[config.mk]
export PLATFORM = sky130hd
export DESIGN_NAME = bitmap_block_allocator_unit
export DESIGN_NICKNAME = d
export VERILOG_FILES = /design/src/rtl/bba_pkg.sv /design/src/rtl/bitmap_block_allocator_unit.sv /design/src/rtl/bba_ctrl.sv /design/src/rtl/bba_datapath.sv
export SDC_FILE = /design/constraint.sdc
export NUM_CORES = 2
export LEC_CHECK = 0
export ABC_AREA = 1
export BUFFER_PORTS_ARGS = -buffer_cell sky130_fd_sc_hd__buf_2
export CORE_UTILIZATION = 45
export DETAILED_ROUTE_END_ITERATION = 10
export PLACE_DENSITY = 0.65
export SYNTH_ARGS = -nofsm -noshare
export SYNTH_HDL_FRONTEND = slang
export SYNTH_SLANG_ARGS = --single-unit
[constraint.sdc]
create_clock -name clk -period 10.93 [get_ports clk]
set_input_delay 1.6395 -clock clk [delete_from_list [all_inputs] [get_ports clk]]
set_output_delay 1.6395 -clock clk [all_outputs]
set_load 0.05 [all_outputs]
[src/rtl/bba_pkg.sv]
`timescale 1ns / 1ps

package bba_pkg;

  localparam int DEF_MAX_BLOCKS = 1024;
  localparam int CFG_W          = 32;
  localparam int CFG_IDX_W      = 2;
  localparam int LIM_W          = 11;
  localparam int SHIFT_W        = 3;
  localparam logic [7:0] FULL_BYTE = 8'hff;
  localparam logic [LIM_W-1:0] RST_BLOCK_LIMIT = 11'd1024;
  localparam logic [SHIFT_W-1:0] RST_SECTOR_SHIFT = 3'd1;

  typedef enum logic [CFG_IDX_W-1:0] {
    REG_DATA_START   = 2'd0,
    REG_SECTOR_SHIFT = 2'd1,
    REG_BLOCK_LIMIT  = 2'd2
  } reg_idx_t;

  typedef enum logic {
    CMD_ALLOC = 1'b0,
    CMD_FREE  = 1'b1
  } cmd_t;

  typedef enum logic [1:0] {
    RES_FULL,
    RES_ALLOC,
    RES_FREE
  } res_kind_t;

  typedef enum logic [2:0] {
    ST_CLEAR,
    ST_IDLE,
    ST_SCAN,
    ST_ALLOC_WR,
    ST_FREE_CALC,
    ST_FREE_RD,
    ST_FREE_WR
  } state_t;

  typedef struct packed {
    logic        cmd;
    logic [31:0] freed_sector;
    logic        run_last;
  } in_item_t;

  typedef struct packed {
    logic        status;
    logic [31:0] block_sector;
    logic        done_res;
  } out_item_t;

  typedef struct packed {
    logic      accept;
    logic      clr_en;
    logic      scan_en;
    logic      alloc_wr;
    logic      free_calc;
    logic      free_rd;
    logic      free_wr;
    logic      finish;
    res_kind_t res_kind;
  } ctrl_t;

  typedef struct packed {
    logic clr_last;
    logic count_zero;
    logic hit;
    logic exhausted;
  } stat_t;

endpackage

[src/rtl/bitmap_block_allocator_unit.sv]
`timescale 1ns / 1ps

// first-fit bitmap block allocator. after reset the block is busy while the bitmap is cleared
// one byte a cycle; configuration writes are taken meanwhile. an item is taken when start is
// high and busy is low; its result appears on out_data with out_valid for one cycle and
// cannot be held off. an allocate scans bytes from 0 up to the first byte with a clear bit,
// or to the last byte below block_limit, through the single bitmap read port reading one
// byte a cycle; an allocate with a zero free count answers in the next cycle; a free
// computes the offset, reads the byte and writes it back. one item is in flight at a time.
module bitmap_block_allocator_unit #(
  parameter int MAX_BLOCKS = bba_pkg::DEF_MAX_BLOCKS
) (
  input  logic                          clk,
  input  logic                          rst_n,
  input  logic                          cfg_we,
  input  logic [bba_pkg::CFG_IDX_W-1:0] cfg_idx,
  input  logic [bba_pkg::CFG_W-1:0]     cfg_wdata,
  input  logic                          start,
  input  bba_pkg::in_item_t             in_data,
  output logic                          busy,
  output logic                          out_valid,
  output bba_pkg::out_item_t            out_data
);

  bba_pkg::ctrl_t ctrl;
  bba_pkg::stat_t stat;

  bba_ctrl u_ctrl (
    .clk    (clk),
    .rst_n  (rst_n),
    .start  (start),
    .in_cmd (in_data.cmd),
    .stat   (stat),
    .busy   (busy),
    .ctrl   (ctrl)
  );

  bba_datapath #(
    .MAX_BLOCKS (MAX_BLOCKS)
  ) u_datapath (
    .clk       (clk),
    .rst_n     (rst_n),
    .cfg_we    (cfg_we),
    .cfg_idx   (cfg_idx),
    .cfg_wdata (cfg_wdata),
    .in_data   (in_data),
    .ctrl      (ctrl),
    .stat      (stat),
    .out_valid (out_valid),
    .out_data  (out_data)
  );

endmodule

[src/rtl/bba_ctrl.sv]
`timescale 1ns / 1ps

module bba_ctrl (
  input  logic           clk,
  input  logic           rst_n,
  input  logic           start,
  input  logic           in_cmd,
  input  bba_pkg::stat_t stat,
  output logic           busy,
  output bba_pkg::ctrl_t ctrl
);

  bba_pkg::state_t state_r;
  bba_pkg::state_t state_nxt;
  logic            accept;

  assign busy   = (state_r != bba_pkg::ST_IDLE);
  assign accept = start && !busy;

  always_ff @(posedge clk) begin
    if (!rst_n) begin
      state_r <= bba_pkg::ST_CLEAR;
    end else begin
      state_r <= state_nxt;
    end
  end

  always_comb begin
    state_nxt = state_r;
    unique case (state_r)
      bba_pkg::ST_CLEAR: begin
        if (stat.clr_last) state_nxt = bba_pkg::ST_IDLE;
      end
      bba_pkg::ST_IDLE: begin
        if (accept) begin
          if (in_cmd == bba_pkg::CMD_FREE) state_nxt = bba_pkg::ST_FREE_CALC;
          else if (!stat.count_zero) state_nxt = bba_pkg::ST_SCAN;
        end
      end
      bba_pkg::ST_SCAN: begin
        if (stat.hit) state_nxt = bba_pkg::ST_ALLOC_WR;
        else if (stat.exhausted) state_nxt = bba_pkg::ST_IDLE;
      end
      bba_pkg::ST_ALLOC_WR:  state_nxt = bba_pkg::ST_IDLE;
      bba_pkg::ST_FREE_CALC: state_nxt = bba_pkg::ST_FREE_RD;
      bba_pkg::ST_FREE_RD:   state_nxt = bba_pkg::ST_FREE_WR;
      bba_pkg::ST_FREE_WR:   state_nxt = bba_pkg::ST_IDLE;
      default:               state_nxt = bba_pkg::ST_IDLE;
    endcase
  end

  always_comb begin
    ctrl          = '0;
    ctrl.res_kind = bba_pkg::RES_FULL;
    unique case (state_r)
      bba_pkg::ST_CLEAR: ctrl.clr_en = 1'b1;
      bba_pkg::ST_IDLE: begin
        ctrl.accept = accept;
        // allocate with no free block answers at once
        if (accept && in_cmd == bba_pkg::CMD_ALLOC && stat.count_zero) begin
          ctrl.finish = 1'b1;
        end
      end
      bba_pkg::ST_SCAN: begin
        ctrl.scan_en = !stat.hit && !stat.exhausted;
        if (!stat.hit && stat.exhausted) ctrl.finish = 1'b1;
      end
      bba_pkg::ST_ALLOC_WR: begin
        ctrl.alloc_wr = 1'b1;
        ctrl.finish   = 1'b1;
        ctrl.res_kind = bba_pkg::RES_ALLOC;
      end
      bba_pkg::ST_FREE_CALC: ctrl.free_calc = 1'b1;
      bba_pkg::ST_FREE_RD:   ctrl.free_rd = 1'b1;
      bba_pkg::ST_FREE_WR: begin
        ctrl.free_wr  = 1'b1;
        ctrl.finish   = 1'b1;
        ctrl.res_kind = bba_pkg::RES_FREE;
      end
      default: ctrl = '0;
    endcase
  end

`ifndef SYNTHESIS
  a_no_finish_in_clear: assert property (@(posedge clk) disable iff (!rst_n)
    ctrl.finish |-> state_r != bba_pkg::ST_CLEAR)
    else $error("finish during clearing pass");
  a_accept_idle: assert property (@(posedge clk) disable iff (!rst_n)
    ctrl.accept |=> $past(state_r) == bba_pkg::ST_IDLE)
    else $error("accept outside idle");
  a_alloc_after_scan: assert property (@(posedge clk) disable iff (!rst_n)
    state_r == bba_pkg::ST_ALLOC_WR |-> $past(state_r) == bba_pkg::ST_SCAN)
    else $error("alloc write without scan");
`endif

endmodule

[src/rtl/bba_datapath.sv]
`timescale 1ns / 1ps

module bba_datapath #(
  parameter int MAX_BLOCKS = bba_pkg::DEF_MAX_BLOCKS
) (
  input  logic                            clk,
  input  logic                            rst_n,
  input  logic                            cfg_we,
  input  logic [bba_pkg::CFG_IDX_W-1:0]   cfg_idx,
  input  logic [bba_pkg::CFG_W-1:0]       cfg_wdata,
  input  bba_pkg::in_item_t               in_data,
  input  bba_pkg::ctrl_t                  ctrl,
  output bba_pkg::stat_t                  stat,
  output logic                            out_valid,
  output bba_pkg::out_item_t              out_data
);

  localparam int MAP_BYTES = MAX_BLOCKS / 8;
  localparam int IDX_W     = (MAP_BYTES > 1) ? $clog2(MAP_BYTES) : 1;
  localparam int BLK_W     = IDX_W + 3;

  function automatic logic [bba_pkg::LIM_W-1:0] eff_lim(input logic [bba_pkg::LIM_W-1:0] raw);
    logic [bba_pkg::LIM_W-1:0] v;
    v = raw & ~bba_pkg::LIM_W'(7);
    if (v < bba_pkg::LIM_W'(8)) v = bba_pkg::LIM_W'(8);
    if (32'(v) > 32'(MAX_BLOCKS)) v = bba_pkg::LIM_W'(MAX_BLOCKS) & ~bba_pkg::LIM_W'(7);
    return v;
  endfunction

  logic [7:0] mem [MAP_BYTES];

  logic [31:0]                  ds_r;
  logic [bba_pkg::SHIFT_W-1:0]  shift_r;
  logic [bba_pkg::LIM_W-1:0]    lim_r;
  logic [bba_pkg::LIM_W-1:0]    fc_r;
  logic [31:0]                  sector_r;
  logic                         last_r;
  logic [IDX_W-1:0]             clr_addr_r;
  logic [IDX_W-1:0]             scan_addr_r;
  logic [IDX_W-1:0]             chk_addr_r;
  logic                         rd_vld_r;
  logic [7:0]                   rdata_r;
  logic [BLK_W-1:0]             blk_r;
  logic                         in_rng_r;
  logic                         out_valid_r;
  bba_pkg::out_item_t           out_data_r;

  logic [IDX_W-1:0]             last_idx;
  logic [IDX_W-1:0]             rd_addr;
  logic                         rd_en;
  logic [IDX_W-1:0]             wr_addr;
  logic [7:0]                   wr_data;
  logic                         wr_en;
  logic [2:0]                   first_clr;
  logic                         found;
  logic [BLK_W-1:0]             alloc_blk;
  logic [31:0]                  alloc_sec;
  logic [31:0]                  free_off;
  logic [31:0]                  free_blk;
  logic                         free_ok;
  logic [7:0]                   free_mask;

  assign last_idx = IDX_W'(lim_r[bba_pkg::LIM_W-1:3] - 8'd1);

  assign stat.clr_last   = (clr_addr_r == IDX_W'(MAP_BYTES - 1));
  assign stat.count_zero = (fc_r == '0);
  assign stat.hit        = rd_vld_r && (rdata_r != bba_pkg::FULL_BYTE);
  assign stat.exhausted  = rd_vld_r && (rdata_r == bba_pkg::FULL_BYTE) &&
                           (chk_addr_r == last_idx);

  // first clear bit, msb is the lowest block of the byte
  always_comb begin
    first_clr = 3'd0;
    found     = 1'b0;
    for (int i = 7; i >= 0; i--) begin
      if (!found && !rdata_r[i]) begin
        first_clr = 3'(7 - i);
        found     = 1'b1;
      end
    end
  end

  assign alloc_blk = {chk_addr_r, first_clr};
  assign alloc_sec = ds_r + (32'(alloc_blk) << shift_r);

  assign free_off  = sector_r - ds_r;
  assign free_blk  = free_off >> shift_r;
  assign free_ok   = (sector_r >= ds_r) && (free_blk < 32'(lim_r));
  assign free_mask = 8'h80 >> blk_r[2:0];

  always_comb begin
    rd_addr = ctrl.free_rd ? blk_r[BLK_W-1:3] : scan_addr_r;
    rd_en   = (ctrl.scan_en || ctrl.free_rd) && (32'(rd_addr) < 32'(MAP_BYTES));
  end

  always_comb begin
    wr_en   = 1'b0;
    wr_addr = clr_addr_r;
    wr_data = 8'h00;
    if (ctrl.clr_en) begin
      wr_en = 1'b1;
    end else if (ctrl.alloc_wr) begin
      wr_en   = 1'b1;
      wr_addr = chk_addr_r;
      wr_data = rdata_r | (8'h80 >> first_clr);
    end else if (ctrl.free_wr) begin
      wr_en   = in_rng_r;
      wr_addr = blk_r[BLK_W-1:3];
      wr_data = rdata_r & ~free_mask;
    end
  end

  always_ff @(posedge clk) begin
    if (wr_en) mem[wr_addr] <= wr_data;
    if (rd_en) rdata_r <= mem[rd_addr];
  end

  always_ff @(posedge clk) begin
    if (!rst_n) begin
      ds_r    <= '0;
      shift_r <= bba_pkg::RST_SECTOR_SHIFT;
      lim_r   <= eff_lim(bba_pkg::RST_BLOCK_LIMIT);
    end else if (cfg_we) begin
      unique case (cfg_idx)
        bba_pkg::REG_DATA_START:   ds_r <= cfg_wdata;
        bba_pkg::REG_SECTOR_SHIFT: shift_r <= cfg_wdata[bba_pkg::SHIFT_W-1:0];
        bba_pkg::REG_BLOCK_LIMIT:  lim_r <= eff_lim(cfg_wdata[bba_pkg::LIM_W-1:0]);
        default: ;
      endcase
    end
  end

  always_ff @(posedge clk) begin
    if (!rst_n) begin
      fc_r <= eff_lim(bba_pkg::RST_BLOCK_LIMIT);
    end else if (cfg_we && cfg_idx == bba_pkg::REG_BLOCK_LIMIT) begin
      fc_r <= eff_lim(cfg_wdata[bba_pkg::LIM_W-1:0]);
    end else if (ctrl.alloc_wr) begin
      fc_r <= fc_r - bba_pkg::LIM_W'(1);
    end else if (ctrl.free_wr && in_rng_r && fc_r < lim_r) begin
      fc_r <= fc_r + bba_pkg::LIM_W'(1);
    end
  end

  always_ff @(posedge clk) begin
    if (!rst_n) begin
      clr_addr_r <= '0;
      rd_vld_r   <= 1'b0;
    end else begin
      if (ctrl.clr_en) clr_addr_r <= clr_addr_r + IDX_W'(1);
      if (ctrl.accept) rd_vld_r <= 1'b0;
      else if (ctrl.scan_en) rd_vld_r <= 1'b1;
    end
  end

  always_ff @(posedge clk) begin
    if (ctrl.accept) begin
      sector_r    <= in_data.freed_sector;
      last_r      <= in_data.run_last;
      scan_addr_r <= '0;
    end else if (ctrl.scan_en) begin
      scan_addr_r <= scan_addr_r + IDX_W'(1);
      chk_addr_r  <= scan_addr_r;
    end
    if (ctrl.free_calc) begin
      blk_r    <= BLK_W'(free_blk);
      in_rng_r <= free_ok;
    end
  end

  always_ff @(posedge clk) begin
    if (!rst_n) begin
      out_valid_r <= 1'b0;
    end else begin
      out_valid_r <= ctrl.finish;
    end
  end

  always_ff @(posedge clk) begin
    if (ctrl.finish) begin
      unique case (ctrl.res_kind)
        bba_pkg::RES_ALLOC: out_data_r <= '{status: 1'b0, block_sector: alloc_sec,
                                            done_res: 1'b0};
        bba_pkg::RES_FREE:  out_data_r <= '{status: 1'b0, block_sector: 32'd0,
                                            done_res: last_r};
        default:            out_data_r <= '{status: 1'b1, block_sector: 32'd0,
                                            done_res: 1'b0};
      endcase
    end
  end

  assign out_valid = out_valid_r;
  assign out_data  = out_data_r;

`ifndef SYNTHESIS
  a_count_in_limit: assert property (@(posedge clk) disable iff (!rst_n)
    fc_r <= lim_r)
    else $error("free count above block limit");
  a_alloc_has_clear_bit: assert property (@(posedge clk) disable iff (!rst_n)
    ctrl.alloc_wr |-> rdata_r != bba_pkg::FULL_BYTE && fc_r != '0)
    else $error("alloc write on full byte or zero count");
  a_result_after_finish: assert property (@(posedge clk) disable iff (!rst_n)
    ctrl.finish |=> out_valid_r)
    else $error("finish without result strobe");
`endif

endmodule

; ---- Word level (Yosys, flattened, before mapping)
; Memory sizes are Yosys's and may differ from the RTL's. A register that Yosys moved wholly into a read port is not among the register bits.
; Index checks and enable logic that the tools add are counted.
[totals]
register_bits = 161
ramBits = 1024
out_inout_bits = 36
word_cells = 163
mem_count = 1
[classes]
n_addsub = 7
magnitude_cmp = 6
eq_ne = 19
shifts = 4
muxes = 56
bitwise_logic = 6
reduce_logical = 47
[mem_list]
columns = memory, depth, word_bits, rd, rd_ports_with_merged_regs, write_ports, line
row1 = u_datapath.mem, 128, 8, 1, 1, 1, bba_datapath.sv:30  ; logic [7:0] mem [MAP_BYTES];
[ops]
columns = cell, count
row1 = 11-bit two-way mux, 11
row2 = 34-bit case mux with 2 select lines, 1
row3 = 3-bit two-way mux, 12
row4 = 32-bit adder, 1
row5 = 32-bit greater-or-equal comparator, 1
row6 = 32-bit by 11-bit < comparator with 1-bit output, 1
row7 = 10-bit by 3-bit left shift with 32-bit output, 1
row8 = 32-bit by 3-bit right shift with 32-bit output, 1
row9 = 32-bit subtractor, 1
row10 = 7-bit two-way mux, 4
row11 = 8-bit two-way mux, 3
row12 = 11-bit > comparator (second input constant), 2
row13 = 1-bit two-way mux, 22
row14 = 1-bit logical AND, 19
row15 = 1-bit logical NOT, 16
row16 = 8-bit by 3-bit right shift with 8-bit output (first input constant), 2
row17 = 3-bit case mux with 5 select lines, 1
row18 = 7-bit by 1-bit adder with 7-bit output (second input constant), 2
row19 = 11-bit by 1-bit adder with 11-bit output (second input constant), 1
row20 = 11-bit logical NOT, 1
row21 = 11-bit < comparator, 1
row22 = 11-bit by 4-bit < comparator with 1-bit output (second input constant), 1
row23 = 11-bit by 1-bit subtractor with 11-bit output (second input constant), 1
row24 = 3-bit equality test (second input constant), 3
row25 = 26 further kinds, 36

; ---- Depth between registers and ports, before layout
[depth]
word_depth = 25
ltp_mapped = 27
depth_no_buf = 27

; ---- Modules after synthesis
; From an unflattened synthesis, not the netlist that was laid out.
[hier_totals]
cells_unflattened = 4793
hier_area_um2 = 52754.3
[modules_own_cells]
columns = module, n_inst, cells_per_inst, area_each_um2
row1 = bba_datapath, 1, 4745, 52484.1
row2 = bba_ctrl, 1, 48, 270.3

; ---- Least setup slack after synthesis
; Ideal clock, no wire load.
[synth_timing]
path_kind = reg-to-reg
from = reg u_ctrl.state_r[0]
to = mem u_datapath.mem[0][0] (data pin)
setup_ps = 1264
t_arrival_ps = 6501
required_ps = 9666
setup_slack_ps = 3165
stages_incl_launch_ff = 6
path_cell_list = dfxtp_1 inv_1 nor3_4 inv_2 clkbuf_1 a221oi_1
[synth_between]
elab_chain_cells = 5
elab_cells_between_ends = 9
classes_between = eq/ne (2) / mux (6) / reduce/logical (1)
[synth_rtl]
columns = element, line
row1 = "start, declared", bba_ctrl.sv:13  ; bba_pkg::state_t state_r;
row2 = "start signal, assigned", bba_ctrl.sv:22  ; state_r <= bba_pkg::ST_CLEAR;
row3 = "start signal, assigned", bba_ctrl.sv:24  ; state_r <= state_nxt;
row4 = 3-bit equality test, bba_ctrl.sv:55  ; unique case (state_r)
row5 = 1-bit two-way mux, bba_ctrl.sv:55
row6 = 8-bit two-way mux, bba_datapath.sv:106  ; end else if (ctrl.free_wr) begin
row7 = 8-bit two-way mux, bba_datapath.sv:102  ; end else if (ctrl.alloc_wr) begin
row8 = 8-bit two-way mux *, bba_datapath.sv:100  ; if (ctrl.clr_en) begin
row9 = net u_datapath.wr_data[0], bba_datapath.sv:52  ; logic [7:0] wr_data;
row10 = "end, declared", bba_datapath.sv:30
; Mark *: on every way through the listed nets, which the timed path passes. The rest lies on a longest branch.

; ---- Final worst setup path
[layout_timing]
from = reg u_datapath.rdata_r[5] (read register of u_datapath.mem)
to = reg u_datapath.out_data_r, in the netlist u_datapath.out_data[19] (data pin)
[layout_between]
elab_chain_cells = 21
elab_cells_between_ends = 26
classes_between = add/sub (1) / shift (1) / mux (12) / reduce/logical (12)
[layout_rtl]
columns = element, line
row1 = "start, declared", bba_datapath.sv:42  ; logic [7:0] rdata_r;
row2 = 1-bit logical NOT *, bba_datapath.sv:76  ; if (!found && !rdata_r[i]) begin
row3 = 1-bit logical AND *, bba_datapath.sv:76
row4 = 1-bit two-way mux, bba_datapath.sv:76
row5 = 1-bit logical NOT, bba_datapath.sv:76
row6 = 1-bit logical AND, bba_datapath.sv:76
row7 = 1-bit two-way mux, bba_datapath.sv:76
row8 = 1-bit logical NOT, bba_datapath.sv:76
row9 = 1-bit logical AND, bba_datapath.sv:76
row10 = (+5 left out), -
row11 = 1-bit logical AND, bba_datapath.sv:76
row12 = 1-bit two-way mux, bba_datapath.sv:76
row13 = 1-bit logical NOT, bba_datapath.sv:76
row14 = 1-bit logical AND, bba_datapath.sv:76
row15 = 3-bit two-way mux *, bba_datapath.sv:76
row16 = 10-bit by 3-bit left shift with 32-bit output *, bba_datapath.sv:84  ; assign alloc_sec = ds_r + (32'(alloc_blk) << shift_r);
row17 = 32-bit adder *, bba_datapath.sv:84
row18 = 34-bit case mux with 2 select lines *, bba_datapath.sv:181  ; unique case (ctrl.res_kind)
row19 = "end signal, assigned", bba_datapath.sv:182  ; bba_pkg::RES_ALLOC: out_data_r <= '{status: 1'b0, block_sector: alloc_sec,
row20 = "end signal, assigned", bba_datapath.sv:184  ; bba_pkg::RES_FREE: out_data_r <= '{status: 1'b0, block_sector: 32'd0,
row21 = "end signal, assigned", bba_datapath.sv:186  ; default: out_data_r <= '{status: 1'b1, block_sector: 32'd0,
row22 = "end, declared", bba_datapath.sv:46  ; bba_pkg::out_item_t out_data_r;
; Every way passes the cells marked *; elsewhere a longest branch is shown, timed or not.
; A chain may end at the register's enable or synchronous reset.

==> run summary <==
die height: 344 µm
CP dominant cell by count: sky130_fd_sc_hd__nor2_1
CTS Sinks: 1190
Primary FF master, synth: sky130_fd_sc_hd__edfxtp_1
startpoint type of the worst setup path: register
Worst Setup End Kind: register
critical path peak fanout: 5
worst stage delay on the critical path: 0.65 ns
aggregate global-route resource usage: 23.7%
Total Power: 0.0116 W
initial antenna violation count: 1
number of enable flip-flop cells after synthesis: 1117
clock tree from TritonCTS: built
mean instance size in the synthesized netlist: 10.9 µm²
clock transition at the registers of the reported paths: 0.06 ns
site row count: 125
total of flip-flops plus latches after synthesis: 1190
number of instances in the synthesized netlist: 4848
I/O Pins: 108
clock insertion delay at the later pin of the skew report: 0.75 ns
vias per inst: 5.80
clk buf depth: 3
chain of cells forming the critical path: nand2_1, nor2_1, nand3_1, nor2_1, inv_1, nor2_1, nor2_1, nor4_1, ha_1, inv_1, fa_1, o31ai_1, inv_1, o21a_1, nor2_1, nor2_1, o21ai_0, nand3_1, nand2_1, nand2_1, nand2_1, nor2_1
Worst path slowest cell: sky130_fd_sc_hd__o31ai_1
Post-Place Worst Slack: 6.26 ns
count of inserted antenna diode cells: 0
Root Buffer Master: sky130_fd_sc_hd__clkbuf_16
count of nets left with antenna violations after detail routing: 0
async set or reset register ratio after synthesis: 0%
routed wire length per instance: 22.1 µm
final wirelength: 143000 µm
initial cell density of the core: 45.4%
number of instances in the placed design: 6269
number of DRC markers after the initial detailed-route iteration: 4592
fraction of final layout cells with drive strength greater than 1: 7.34%
Period minus WS final: 4.84 ns
final number of hold-violating endpoints: 0
Die Width: 344 µm
core area: 116000 µm²
setup repair after global routing missed its margin: no
number of gates given a new drive strength after cts: 0
number of buffers inserted by port buffering: 107
number of CTS-inserted buffers: 119
fraction of the cycle the final worst path needs: 44.3%
first-pass GRT wire length: 214000 µm
static leakage: 19.2 nW
post-CTS setup buffers: 0
number of buffers and inverters on the critical path: 3
layout overhead on the synthesized area: 11.0%
endpoint arrival time on the critical path: 5.29 ns
number of cells in the finished layout apart from fillers: 6494
Worst IR Drop VDD: 0.000153 V
first-pass iteration count of the detailed router: 6
outcome: completed
# DRC: 0
clock skew: 0.0655 ns
via count of the first global-routing pass: 34718
count of pins over their slew limit: 0
number of maximum-capacitance constraint violations: 0
post-synth design cell area: 52700 µm²
min-delay worst type: register to register
detailed placer's ending HPWL: 85400 µm
global route overflow: 0
register-to-register setup slack: 6.09 ns
via count: 37633
Worst Path Required: 11.38 ns
distinct cell type count after synthesis: 55
Setup-failing EPs final: 0
synthesis warning total: 0
total power per unit cell area: 198 nW/µm²
Final Net Count: 5018
Max transition margin: 15.0%
number of hold buffers added after cts: 0
slew at the pin with the worst max-slew slack: 1.27 ns
setup tns final: 0 ns
Setup WS post-layout: 6.09 ns
largest net degree at the start of global routing: 234
Crit Path Category: register to register
area enclosed by the die boundary: 119000 µm²
Crit path max-delay family: simple AND/OR/NAND/NOR gates
post-synthesis sequential area ratio: 66.4%
RD Place Congestion: 0.947
post-synth net total: 5000
H-Tree Depth: 3
Max Fclk: 207 MHz
==> cells in the final DEF, fill, tap and decap left out, types with 5 or more instances in the layout <==
master / count
sky130_fd_sc_hd__mux2i_1: 7
sky130_fd_sc_hd__xor2_1: 16
sky130_fd_sc_hd__o21ai_0: 621
sky130_fd_sc_hd__a221oi_4: 6
sky130_fd_sc_hd__nor2_1: 885
sky130_fd_sc_hd__buf_4: 47
sky130_fd_sc_hd__clkbuf_1: 23
sky130_fd_sc_hd__o211ai_1: 188
sky130_fd_sc_hd__a211oi_1: 6
sky130_fd_sc_hd__a31oi_1: 6
sky130_fd_sc_hd__clkinv_1: 34
sky130_fd_sc_hd__nand3_1: 273
sky130_fd_sc_hd__clkinv_2: 26
sky130_fd_sc_hd__nand2_1: 596
sky130_fd_sc_hd__dfxtp_1: 73
sky130_fd_sc_hd__clkinv_16: 5
sky130_fd_sc_hd__xnor2_1: 6
sky130_fd_sc_hd__a21oi_1: 151
sky130_fd_sc_hd__nand4_1: 22
sky130_fd_sc_hd__nor3_1: 36
sky130_fd_sc_hd__nand2_2: 5
sky130_fd_sc_hd__o21bai_1: 5
sky130_fd_sc_hd__o21ai_1: 17
sky130_fd_sc_hd__buf_2: 107
sky130_fd_sc_hd__inv_1: 253
sky130_fd_sc_hd__o31ai_1: 9
sky130_fd_sc_hd__nor4_1: 8
sky130_fd_sc_hd__nand3b_1: 6
sky130_fd_sc_hd__edfxtp_1: 1117
sky130_fd_sc_hd__bufinv_16: 11
sky130_fd_sc_hd__clkbuf_16: 119
sky130_fd_sc_hd__o22ai_1: 104
sky130_fd_sc_hd__ha_1: 77
sky130_fd_sc_hd__o221ai_1: 38
==> stage by stage <==
| stage | area [µm²] | hold WS [ns] | util [%] |
|---|---|---|---|
| 3_5_place_dp | 54600 | 0.456 | 47.0 |
| 6_report | 58500 | 0.470 | 50.4 |
| 3_3_place_gp | 54600 | 0.453 | 47.0 |
| 4_1_cts | 58500 | 0.470 | 50.4 |
| 2_1_floorplan | 52700 | 0.430 | - |
| 5_1_grt | 58500 | 0.484 | 50.4 |
==> layer usage <==
metal / routed length, µm / vias up / track usage [%]
met2: 65300 / 1688 / 36.9
met1: 61400 / 18281 / 34.3
met4: 3460 / 0 / 6.81
met3: 13100 / 228 / 3.98
li1: - / 17436 / -
met5: 0 / - / 0
==> cell families after synthesis <==
group,synth area share (%)
adder cells (fa/ha/maj),1.94
XOR/XNOR,0.366
AO/OA/AOI/OAI,12.8
AND/OR/NAND/NOR,14.3
multiplexers,0.133
buffers and inverters,4.07
flip-flops,66.4
==> final timing paths <==
path                                                              from                            endpoint  depth (start not counted)
worst max-delay path                   u_datapath.rdata_r[5]$_DFFE_PP_   u_datapath.out_data[19]$_DFFE_PP_                         22
worst min-delay path            u_datapath.scan_addr_r[5]$_SDFFE_PP0P_  u_datapath.chk_addr_r[5]$_DFFE_PP_                          0
worst max register to register         u_datapath.rdata_r[5]$_DFFE_PP_   u_datapath.out_data[19]$_DFFE_PP_                         22
worst min register to register  u_datapath.scan_addr_r[5]$_SDFFE_PP0P_  u_datapath.chk_addr_r[5]$_DFFE_PP_                          0
==> layout make-up <==
class,count,area (µm²)
Clock inverter,81,807
Sequential cell,1190,35000
Inverter,263,1010
Multi-Input combinational cell,3134,15700
Tap cell,1524,1910
Fill cell,10233,57700
Timing Repair Buffer,158,968
Clock buffer,144,3090
==> report_power, final <==
group / switching, W / internal [W] / leakage, nW
clock: 0.00177 / 0.00228 / 1.90
sequential: 0.0000416 / 0.00502 / 9.96
combinational: 0.00181 / 0.000670 / 7.37
==> Yosys cell counts, drive strengths merged (2+ instances only) <==
library cell     n  area [µm²]
a211oi           6        45.0
a21o             3        22.5
a21oi          152         761
a221oi           6        52.6
a31oi            6        37.5
and2             4        25.0
buf            130         664
clkbuf         131         492
clkinv           3        11.3
dfxtp           73        1460
edfxtp        1117       33500
fa               3        60.1
ha              77         963
inv            260         978
mux2i            7        70.1
nand2          603        2280
nand3          273        1370
nand3b           6        45.0
nand4           22         138
nor2           888        3340
nor3            38         201
nor3b            3        22.5
nor4             8        50.1
o211ai         188        1410
o21a             4        30.0
o21ai          644        3240
o21bai           5        37.5
o221ai          38         333
o22ai          104         651
o311ai           2        17.5
o31ai            9        67.6
or2              3        18.8
or4              2        15.0
xnor2            6        52.6
xor2            16         140
==> registers in the layout, indices dropped and copies added (netlist names), 8 cells and up <==
register,cells
u_datapath.blk_r,10
u_datapath.ds_r,32
u_datapath.fc_r,11
u_datapath.lim_r,8
u_datapath.mem,1024
u_datapath.out_data,34
u_datapath.rdata_r,8
u_datapath.sector_r,32
No activity file was read; power rests on OpenSTA's default activity.
